$ cat config.mk
export PLATFORM = sky130hd
export DESIGN_NAME = tmcs_lane
export DESIGN_NICKNAME = d
export VERILOG_FILES = /design/src/design/tmcs_pkg.sv /design/src/design/tmcs_lane.sv
export SDC_FILE = /design/constraint.sdc
export NUM_CORES = 2
export LEC_CHECK = 0
export ABC_AREA = 1
export BUFFER_PORTS_ARGS = -buffer_cell sky130_fd_sc_hd__buf_2
export CELL_PAD_IN_SITES_DETAIL_PLACEMENT = 0
export CELL_PAD_IN_SITES_GLOBAL_PLACEMENT = 1
export CORE_UTILIZATION = 30
export CTS_CLUSTER_DIAMETER = 150
export DETAILED_ROUTE_END_ITERATION = 10
export PLACE_DENSITY = 0.61
export SLEW_MARGIN = 25
export SYNTH_ARGS = -nofsm -noshare
export SYNTH_HDL_FRONTEND = slang
export SYNTH_SLANG_ARGS = --single-unit
$ cat constraint.sdc
create_clock -name clk -period 6.8 [get_ports clk]
set_input_delay 0.34 -clock clk [delete_from_list [all_inputs] [get_ports clk]]
set_output_delay 0.34 -clock clk [all_outputs]
set_load 0.03 [all_outputs]
$ cat src/design/tmcs_pkg.sv
// ----------------------------------------------------------------------------
// tmcs_pkg
// Shared types and constants of the texture mip chain size block.
// ----------------------------------------------------------------------------
`default_nettype none

package tmcs_pkg;

  // mip levels handled by default (one lane each)
  localparam int MAX_MIP_LEVELS = 16;

  // alignment of row pitch (strict mode) and of each mip
  localparam int ROW_ALIGN = 256;
  localparam int MIP_ALIGN = 512;

  // field widths
  localparam int EXT_W   = 16;
  localparam int PITCH_W = 21;            // row pitch stays below 2^21 after alignment
  localparam int RD_W    = 2 * EXT_W;     // depth * rows
  localparam int BYTES_W = RD_W + PITCH_W;
  localparam int ALN_W   = BYTES_W + 1;   // after mip alignment
  localparam int TOT_W   = 32;

  typedef struct packed {
    logic [15:0] tex_width;
    logic [15:0] tex_height;
    logic [15:0] tex_depth;
    logic [15:0] array_layers;
    logic [4:0]  mip_count;
    logic [4:0]  mip_cap;
    logic [4:0]  pixel_bytes;
    logic        is_block_format;
    logic [4:0]  block_bytes;
  } in_item_t;

  typedef struct packed {
    logic [31:0] total_bytes;
    logic        size_overflow;
  } out_item_t;

  // stage advance strobes and mode for one mip lane
  typedef struct packed {
    logic adv1;
    logic adv2;
    logic adv3;
    logic strict;
  } lane_ctl_t;

endpackage

`default_nettype wire

$ cat src/design/tmcs_lane.sv
// ----------------------------------------------------------------------------
// tmcs_lane
// Size of one mip level in three stages: extents and pitch, depth * rows,
// then times pitch. Gives zero when the level is not counted.
// ----------------------------------------------------------------------------
`default_nettype none

module tmcs_lane #(
  parameter int LEVEL = 0
) (
  input  wire                              clk,
  input  wire tmcs_pkg::lane_ctl_t         ctl,
  input  wire [tmcs_pkg::EXT_W-1:0]        width_i,
  input  wire [tmcs_pkg::EXT_W-1:0]        height_i,
  input  wire [tmcs_pkg::EXT_W-1:0]        depth_i,
  input  wire [4:0]                        pix_i,
  input  wire [4:0]                        blk_i,
  input  wire                              block_i,
  input  wire                              act_i,
  output logic [tmcs_pkg::BYTES_W-1:0]     bytes_o
);

  localparam int EW = tmcs_pkg::EXT_W;
  localparam int PW = tmcs_pkg::PITCH_W;
  localparam int RW = tmcs_pkg::RD_W;
  localparam int BW = tmcs_pkg::BYTES_W;

  logic [EW-1:0] cols, rows, deps, sh_w, sh_h, sh_d;
  logic [EW:0]   cols_p3, rows_p3;
  logic [EW-1:0] rows_s;
  logic [PW-1:0] pitch_lin, pitch_blk, pitch_sel;
  logic [PW:0]   pitch_aln;

  logic [PW-1:0] pitch_r1, pitch_r2;
  logic [EW-1:0] rows_r1, deps_r1;
  logic          act_r1, act_r2;
  logic [RW-1:0] rd_r2;
  logic [BW-1:0] bytes_r3;

  // shrink extents, floor of 1
  always_comb begin
    sh_w = width_i >> LEVEL;
    sh_h = height_i >> LEVEL;
    sh_d = depth_i >> LEVEL;
    cols = (sh_w == '0) ? EW'(1) : sh_w;
    rows = (sh_h == '0) ? EW'(1) : sh_h;
    deps = (sh_d == '0) ? EW'(1) : sh_d;
  end

  // linear or block pitch, optional row alignment
  always_comb begin
    cols_p3   = {1'b0, cols} + (EW+1)'(3);
    rows_p3   = {1'b0, rows} + (EW+1)'(3);
    pitch_lin = PW'({5'b0, cols} * {16'b0, pix_i});
    if (pitch_lin == '0) begin
      pitch_lin = PW'(1);
    end
    pitch_blk = PW'({6'b0, cols_p3[EW:2]} * {16'b0, blk_i});
    if (block_i) begin
      pitch_sel = pitch_blk;
      rows_s    = {1'b0, rows_p3[EW:2]};
    end else begin
      pitch_sel = pitch_lin;
      rows_s    = rows;
    end
    pitch_aln = ({1'b0, pitch_sel} + (PW+1)'(tmcs_pkg::ROW_ALIGN - 1))
                & ~(PW+1)'(tmcs_pkg::ROW_ALIGN - 1);
  end

  // stage 1: pitch and extents
  always_ff @(posedge clk) begin
    if (ctl.adv1) begin
      pitch_r1 <= ctl.strict ? pitch_aln[PW-1:0] : pitch_sel;
      rows_r1  <= rows_s;
      deps_r1  <= deps;
      act_r1   <= act_i;
    end
  end

  // stage 2: depth times rows
  always_ff @(posedge clk) begin
    if (ctl.adv2) begin
      rd_r2    <= {{EW{1'b0}}, deps_r1} * {{EW{1'b0}}, rows_r1};
      pitch_r2 <= pitch_r1;
      act_r2   <= act_r1;
    end
  end

  // stage 3: times pitch, drop uncounted levels
  always_ff @(posedge clk) begin
    if (ctl.adv3) begin
      bytes_r3 <= act_r2 ? BW'({{PW{1'b0}}, rd_r2} * {{RW{1'b0}}, pitch_r2}) : '0;
    end
  end

  assign bytes_o = bytes_r3;

endmodule

`default_nettype wire

==> impl_metrics.prom <==
# TYPE chip_impl_metric gauge
chip_impl_info{name="outcome",value="finished, final reports clean"} 1
chip_impl_metric{name="core",unit="um^2"} 138000
chip_impl_metric{name="die_h",unit="um"} 376
chip_impl_metric{name="min_clock_period_post_route",unit="ns"} 6.58
chip_impl_metric{name="cts.sinks",unit=""} 161
chip_impl_metric{name="clk_latency",unit="ns"} 0.53
chip_impl_metric{name="final-hold-violation-count",unit=""} 0
chip_impl_metric{name="postLayoutCoreUtil",unit="%"} 34.0
chip_impl_info{name="grt_setup_unrepaired",value="yes"} 1
chip_impl_metric{name="fmax",unit="MHz"} 152
chip_impl_metric{name="avgRoutedWirePerCell",unit="um"} 16.4
chip_impl_metric{name="gp_routability_congestion",unit=""} 0.861
chip_impl_metric{name="period_share",unit="%"} 96.8
chip_impl_metric{name="post-synth-top-area-fraction",unit="%"} 40.2
chip_impl_metric{name="max_cap_violations",unit=""} 0
chip_impl_metric{name="place.port_buffers",unit=""} 117
chip_impl_info{name="origin_of_the_worst_min_delay_path",value="depth_i[0]"} 1
chip_impl_metric{name="grt_overflow",unit=""} 0
chip_impl_info{name="yosys_most_used_dff",value="sky130_fd_sc_hd__edfxtp_1"} 1
chip_impl_metric{name="syn_avg_cell_area",unit="um^2"} 7.98
chip_impl_metric{name="post_synth_instance_area",unit="um^2"} 41900
chip_impl_metric{name="pin_count_of_the_biggest_net_entering_global_routing",unit=""} 55
chip_impl_info{name="setup.worst_path.start",value="pitch_r2[7]"} 1
chip_impl_metric{name="synth-async-reset-ratio",unit="%"} 0
chip_impl_metric{name="insertedDiodeCount",unit=""} 0
chip_impl_metric{name="effective_utilization_at_floorplan",unit="%"} 30.4
chip_impl_metric{name="postSynthNetCount",unit=""} 6484
chip_impl_metric{name="drt_iter0_drc",unit=""} 1549
chip_impl_metric{name="die_x",unit="um"} 376
chip_impl_metric{name="syn_to_final_growth",unit="%"} 12.1
chip_impl_metric{name="max-slew-margin-rel",unit="%"} 43.4
chip_impl_metric{name="grt_use_total",unit="%"} 17.6
chip_impl_metric{name="dpl.hpwl",unit="um"} 104000
chip_impl_metric{name="slew_violations",unit=""} 0
chip_impl_metric{name="cts_htree_levels",unit=""} 4
chip_impl_metric{name="placement_rows",unit=""} 136
chip_impl_metric{name="worst_setup_hold_path_clk_slew",unit="ns"} 0.09
chip_impl_metric{name="yosysUniqueCellTypes",unit=""} 51
chip_impl_info{name="timing.setup.critical_path_class",value="reg -> reg"} 1
chip_impl_metric{name="synth_sequential_area_ratio",unit="%"} 11.5
chip_impl_metric{name="worst-path-max-fanout",unit=""} 11
chip_impl_metric{name="cts-buffers-inserted",unit=""} 17
chip_impl_metric{name="grt_first_pass_wirelength",unit="um"} 194000
chip_impl_info{name="clock_tree_from_tritoncts",value="done"} 1
chip_impl_metric{name="routed_wirelength",unit="um"} 119000
chip_impl_metric{name="drc_errors",unit=""} 0
chip_impl_info{name="yosys-top-cells-area",value="sky130_fd_sc_hd__fa_1 (40%), sky130_fd_sc_hd__inv_1 (13%), sky130_fd_sc_hd__nand2_1 (13%)"} 1
chip_impl_metric{name="critical_path_arrival",unit="ns"} 6.95
chip_impl_info{name="timing.rr.start",value="pitch_r2[7]"} 1
chip_impl_metric{name="max-clock-path-buffers",unit=""} 2
chip_impl_metric{name="finClkSkew",unit="ns"} 0.0235
chip_impl_info{name="min-delay-path-class",value="in -> reg"} 1
chip_impl_metric{name="die_area",unit="um^2"} 141000
chip_impl_metric{name="yosysWarningCount",unit=""} 0
chip_impl_info{name="setup.worst_path.end_class",value="flip-flop"} 1
chip_impl_info{name="synthDominantAreaCellType",value="sky130_fd_sc_hd__fa_1"} 1
chip_impl_metric{name="synth-seq-cells",unit=""} 161
chip_impl_metric{name="synthCells",unit=""} 5253
chip_impl_metric{name="drive_gt1_share",unit="%"} 8.15
chip_impl_metric{name="drt_pre_antenna_iters",unit=""} 7
chip_impl_metric{name="detail_route.vias_per_cell",unit=""} 4.49
chip_impl_metric{name="layout.nets",unit=""} 6616
chip_impl_metric{name="antenna_violations_before_repair",unit=""} 4
chip_impl_metric{name="via_count",unit=""} 32600
chip_impl_info{name="cp-start-kind",value="flip-flop"} 1
chip_impl_metric{name="number_of_enable_type_register_cells_in_the_synthesized_netlist",unit=""} 161
chip_impl_metric{name="whs_path_depth",unit=""} 2
chip_impl_metric{name="first_global_vias",unit=""} 35100
chip_impl_metric{name="worstRegToRegCells",unit=""} 24
chip_impl_metric{name="io-pin-count",unit=""} 118
chip_impl_metric{name="ant_nets",unit=""} 0
chip_impl_metric{name="timing.critical_path.required",unit="ns"} 7.16
chip_impl_metric{name="finalSetupViolCount",unit=""} 0
chip_impl_info{name="cts.root.buffer_cell",value="sky130_fd_sc_hd__clkbuf_16"} 1
chip_impl_metric{name="worst_slew_pin_tran",unit="ns"} 0.850
==> metal layers <==
metal / track usage [%] / share of wire [%]
met1: 23.3 / 45
met2: 30.7 / 50
met5: 0 / 0
met4: 4.10 / 1.7
met3: 1.62 / 3.2
==> cell usage after synthesis, drive strengths merged (13+ instances only) <==
cell	number
edfxtp	161
a21o	13
nor2	232
xor2	31
nor3	16
nand3	117
inv	1415
buf	14
o21a	21
nand4	24
ha	324
o21ai	119
fa	842
a31oi	20
clkbuf	232
a21oi	185
nor4	13
nand2	1402
==> metrics by stage <==
| step | hold WS [ns] | setup TNS, ns | setup WS, ns | instance area, um^2 | std cells |
|---|---|---|---|---|---|
| floorplan | 0.400 | 0 | 0.586 | 41900 | 5253 |
| global placement | 0.400 | -0.105 | -0.105 | 45600 | 7187 |
| detailed placement | 0.405 | -0.0960 | -0.0729 | 45600 | 7187 |
| CTS | 0.0577 | 0 | 0.0164 | 46400 | 7236 |
| global route | 0.0707 | -0.0552 | -0.0257 | 47000 | 7261 |
| finish | 0.101 | 0 | 0.218 | 47000 | 7261 |
==> area by class of cell <==
class	instances	area, um^2
clock buffer	18	429
clock inverter	14	154
fill	14700	91100
inverter	1416	5320
multi-input combinational	3430	31000
sequential	161	4830
tap	1863	2330
timing repair buffer	359	2870
==> logic make-up (layout without fill, tap and decap cells) <==
group	Yosys count	after routing	share of synthesized area [%]
compound gates	393	393	5.21
mux	2	2	0.0478
flops	161	161	11.5
simple gates	1826	1826	17.4
xor+xnor	43	43	0.899
buf+inv	1662	1807	15.0
fa+ha+maj	1166	1166	49.9
==> flip-flops by register name, summed over array words and instances (netlist names) <==
register	flops
act_r1	1
act_r2	1
bytes_o	53
deps_r1	16
pitch_r1	21
pitch_r2	21
rd_r2	32
rows_r1	16
==> layout by cell type, fill, tap and decap left out, types with 5 or more instances in the layout <==
cell | Yosys | layout
sky130_fd_sc_hd__inv_1 | 1412 | 1412
sky130_fd_sc_hd__nand2_1 | 1396 | 1389
sky130_fd_sc_hd__fa_1 | 842 | 839
sky130_fd_sc_hd__ha_1 | 324 | 313
sky130_fd_sc_hd__nor2_1 | 227 | 221
sky130_fd_sc_hd__buf_4 | 1 | 182
sky130_fd_sc_hd__a21oi_1 | 185 | 176
sky130_fd_sc_hd__edfxtp_1 | 161 | 161
sky130_fd_sc_hd__buf_2 | 8 | 117
sky130_fd_sc_hd__nand3_1 | 115 | 114
sky130_fd_sc_hd__o21ai_0 | 116 | 113
sky130_fd_sc_hd__xor2_1 | 31 | 31
sky130_fd_sc_hd__buf_12 | 0 | 29
sky130_fd_sc_hd__nand4_1 | 22 | 22
sky130_fd_sc_hd__o21a_1 | 21 | 21
sky130_fd_sc_hd__a31oi_1 | 20 | 20
sky130_fd_sc_hd__clkbuf_16 | 0 | 17
sky130_fd_sc_hd__nor3_1 | 16 | 16
sky130_fd_sc_hd__dlygate4sd3_1 | 0 | 16
sky130_fd_sc_hd__buf_6 | 3 | 14
sky130_fd_sc_hd__a21o_1 | 13 | 13
sky130_fd_sc_hd__xnor2_1 | 12 | 12
sky130_fd_sc_hd__nand2_2 | 4 | 11
sky130_fd_sc_hd__nor4_1 | 13 | 11
sky130_fd_sc_hd__nand3b_1 | 11 | 11
sky130_fd_sc_hd__ha_4 | 0 | 10
sky130_fd_sc_hd__a21oi_2 | 0 | 9
sky130_fd_sc_hd__o211ai_1 | 8 | 8
sky130_fd_sc_hd__nor2_2 | 2 | 6
sky130_fd_sc_hd__inv_6 | 0 | 6
sky130_fd_sc_hd__nor2_4 | 3 | 5
sky130_fd_sc_hd__a21boi_0 | 5 | 5
sky130_fd_sc_hd__o21bai_1 | 6 | 5
==> worst paths after layout <==
kind | end | slack [ns]
setup / recovery | bytes_o[49] | 0.22
hold / removal | deps_r1[0] | 0.10
setup reg to reg | bytes_o[49] | 0.22
hold reg to reg | pitch_r2[3] | 0.42
==> worst max-delay path: stages (launching register included) <==
cell and delay, ns:
sky130_fd_sc_hd__edfxtp_1 0.47, sky130_fd_sc_hd__buf_6 0.20, sky130_fd_sc_hd__nand2_1 0.09, sky130_fd_sc_hd__fa_1 0.50
sky130_fd_sc_hd__inv_1 0.06, sky130_fd_sc_hd__fa_1 0.55, sky130_fd_sc_hd__fa_1 0.45, sky130_fd_sc_hd__fa_1 0.55
sky130_fd_sc_hd__inv_1 0.05, sky130_fd_sc_hd__fa_1 0.52, sky130_fd_sc_hd__inv_1 0.07, sky130_fd_sc_hd__fa_1 0.50
sky130_fd_sc_hd__fa_1 0.45, sky130_fd_sc_hd__ha_4 0.31, sky130_fd_sc_hd__nand2_1 0.12, sky130_fd_sc_hd__nor2_4 0.15
sky130_fd_sc_hd__nand2_2 0.09, sky130_fd_sc_hd__nor4_1 0.24, sky130_fd_sc_hd__nand2_1 0.14, sky130_fd_sc_hd__o211ai_1 0.18
sky130_fd_sc_hd__a211o_1 0.29, sky130_fd_sc_hd__nand3b_1 0.13, sky130_fd_sc_hd__nand2_1 0.08, sky130_fd_sc_hd__nand2_1 0.07
sky130_fd_sc_hd__a21oi_2 0.18
==> what timing repair did <==
action | in CTS | in global routing
cloned | 0 | 0
endpoints found under the hold margin | 16 | 0
setup buffers | 1 | 25
resized for setup | 5 | 69
hold buffers | 16 | 0
endpoints found under the setup margin | 2 | 26
pin swaps | 1 | 10
Power is left out: the tool's default activity adds up to more than one toggle a clock period on the data nets, which glitch-free logic cannot reach.
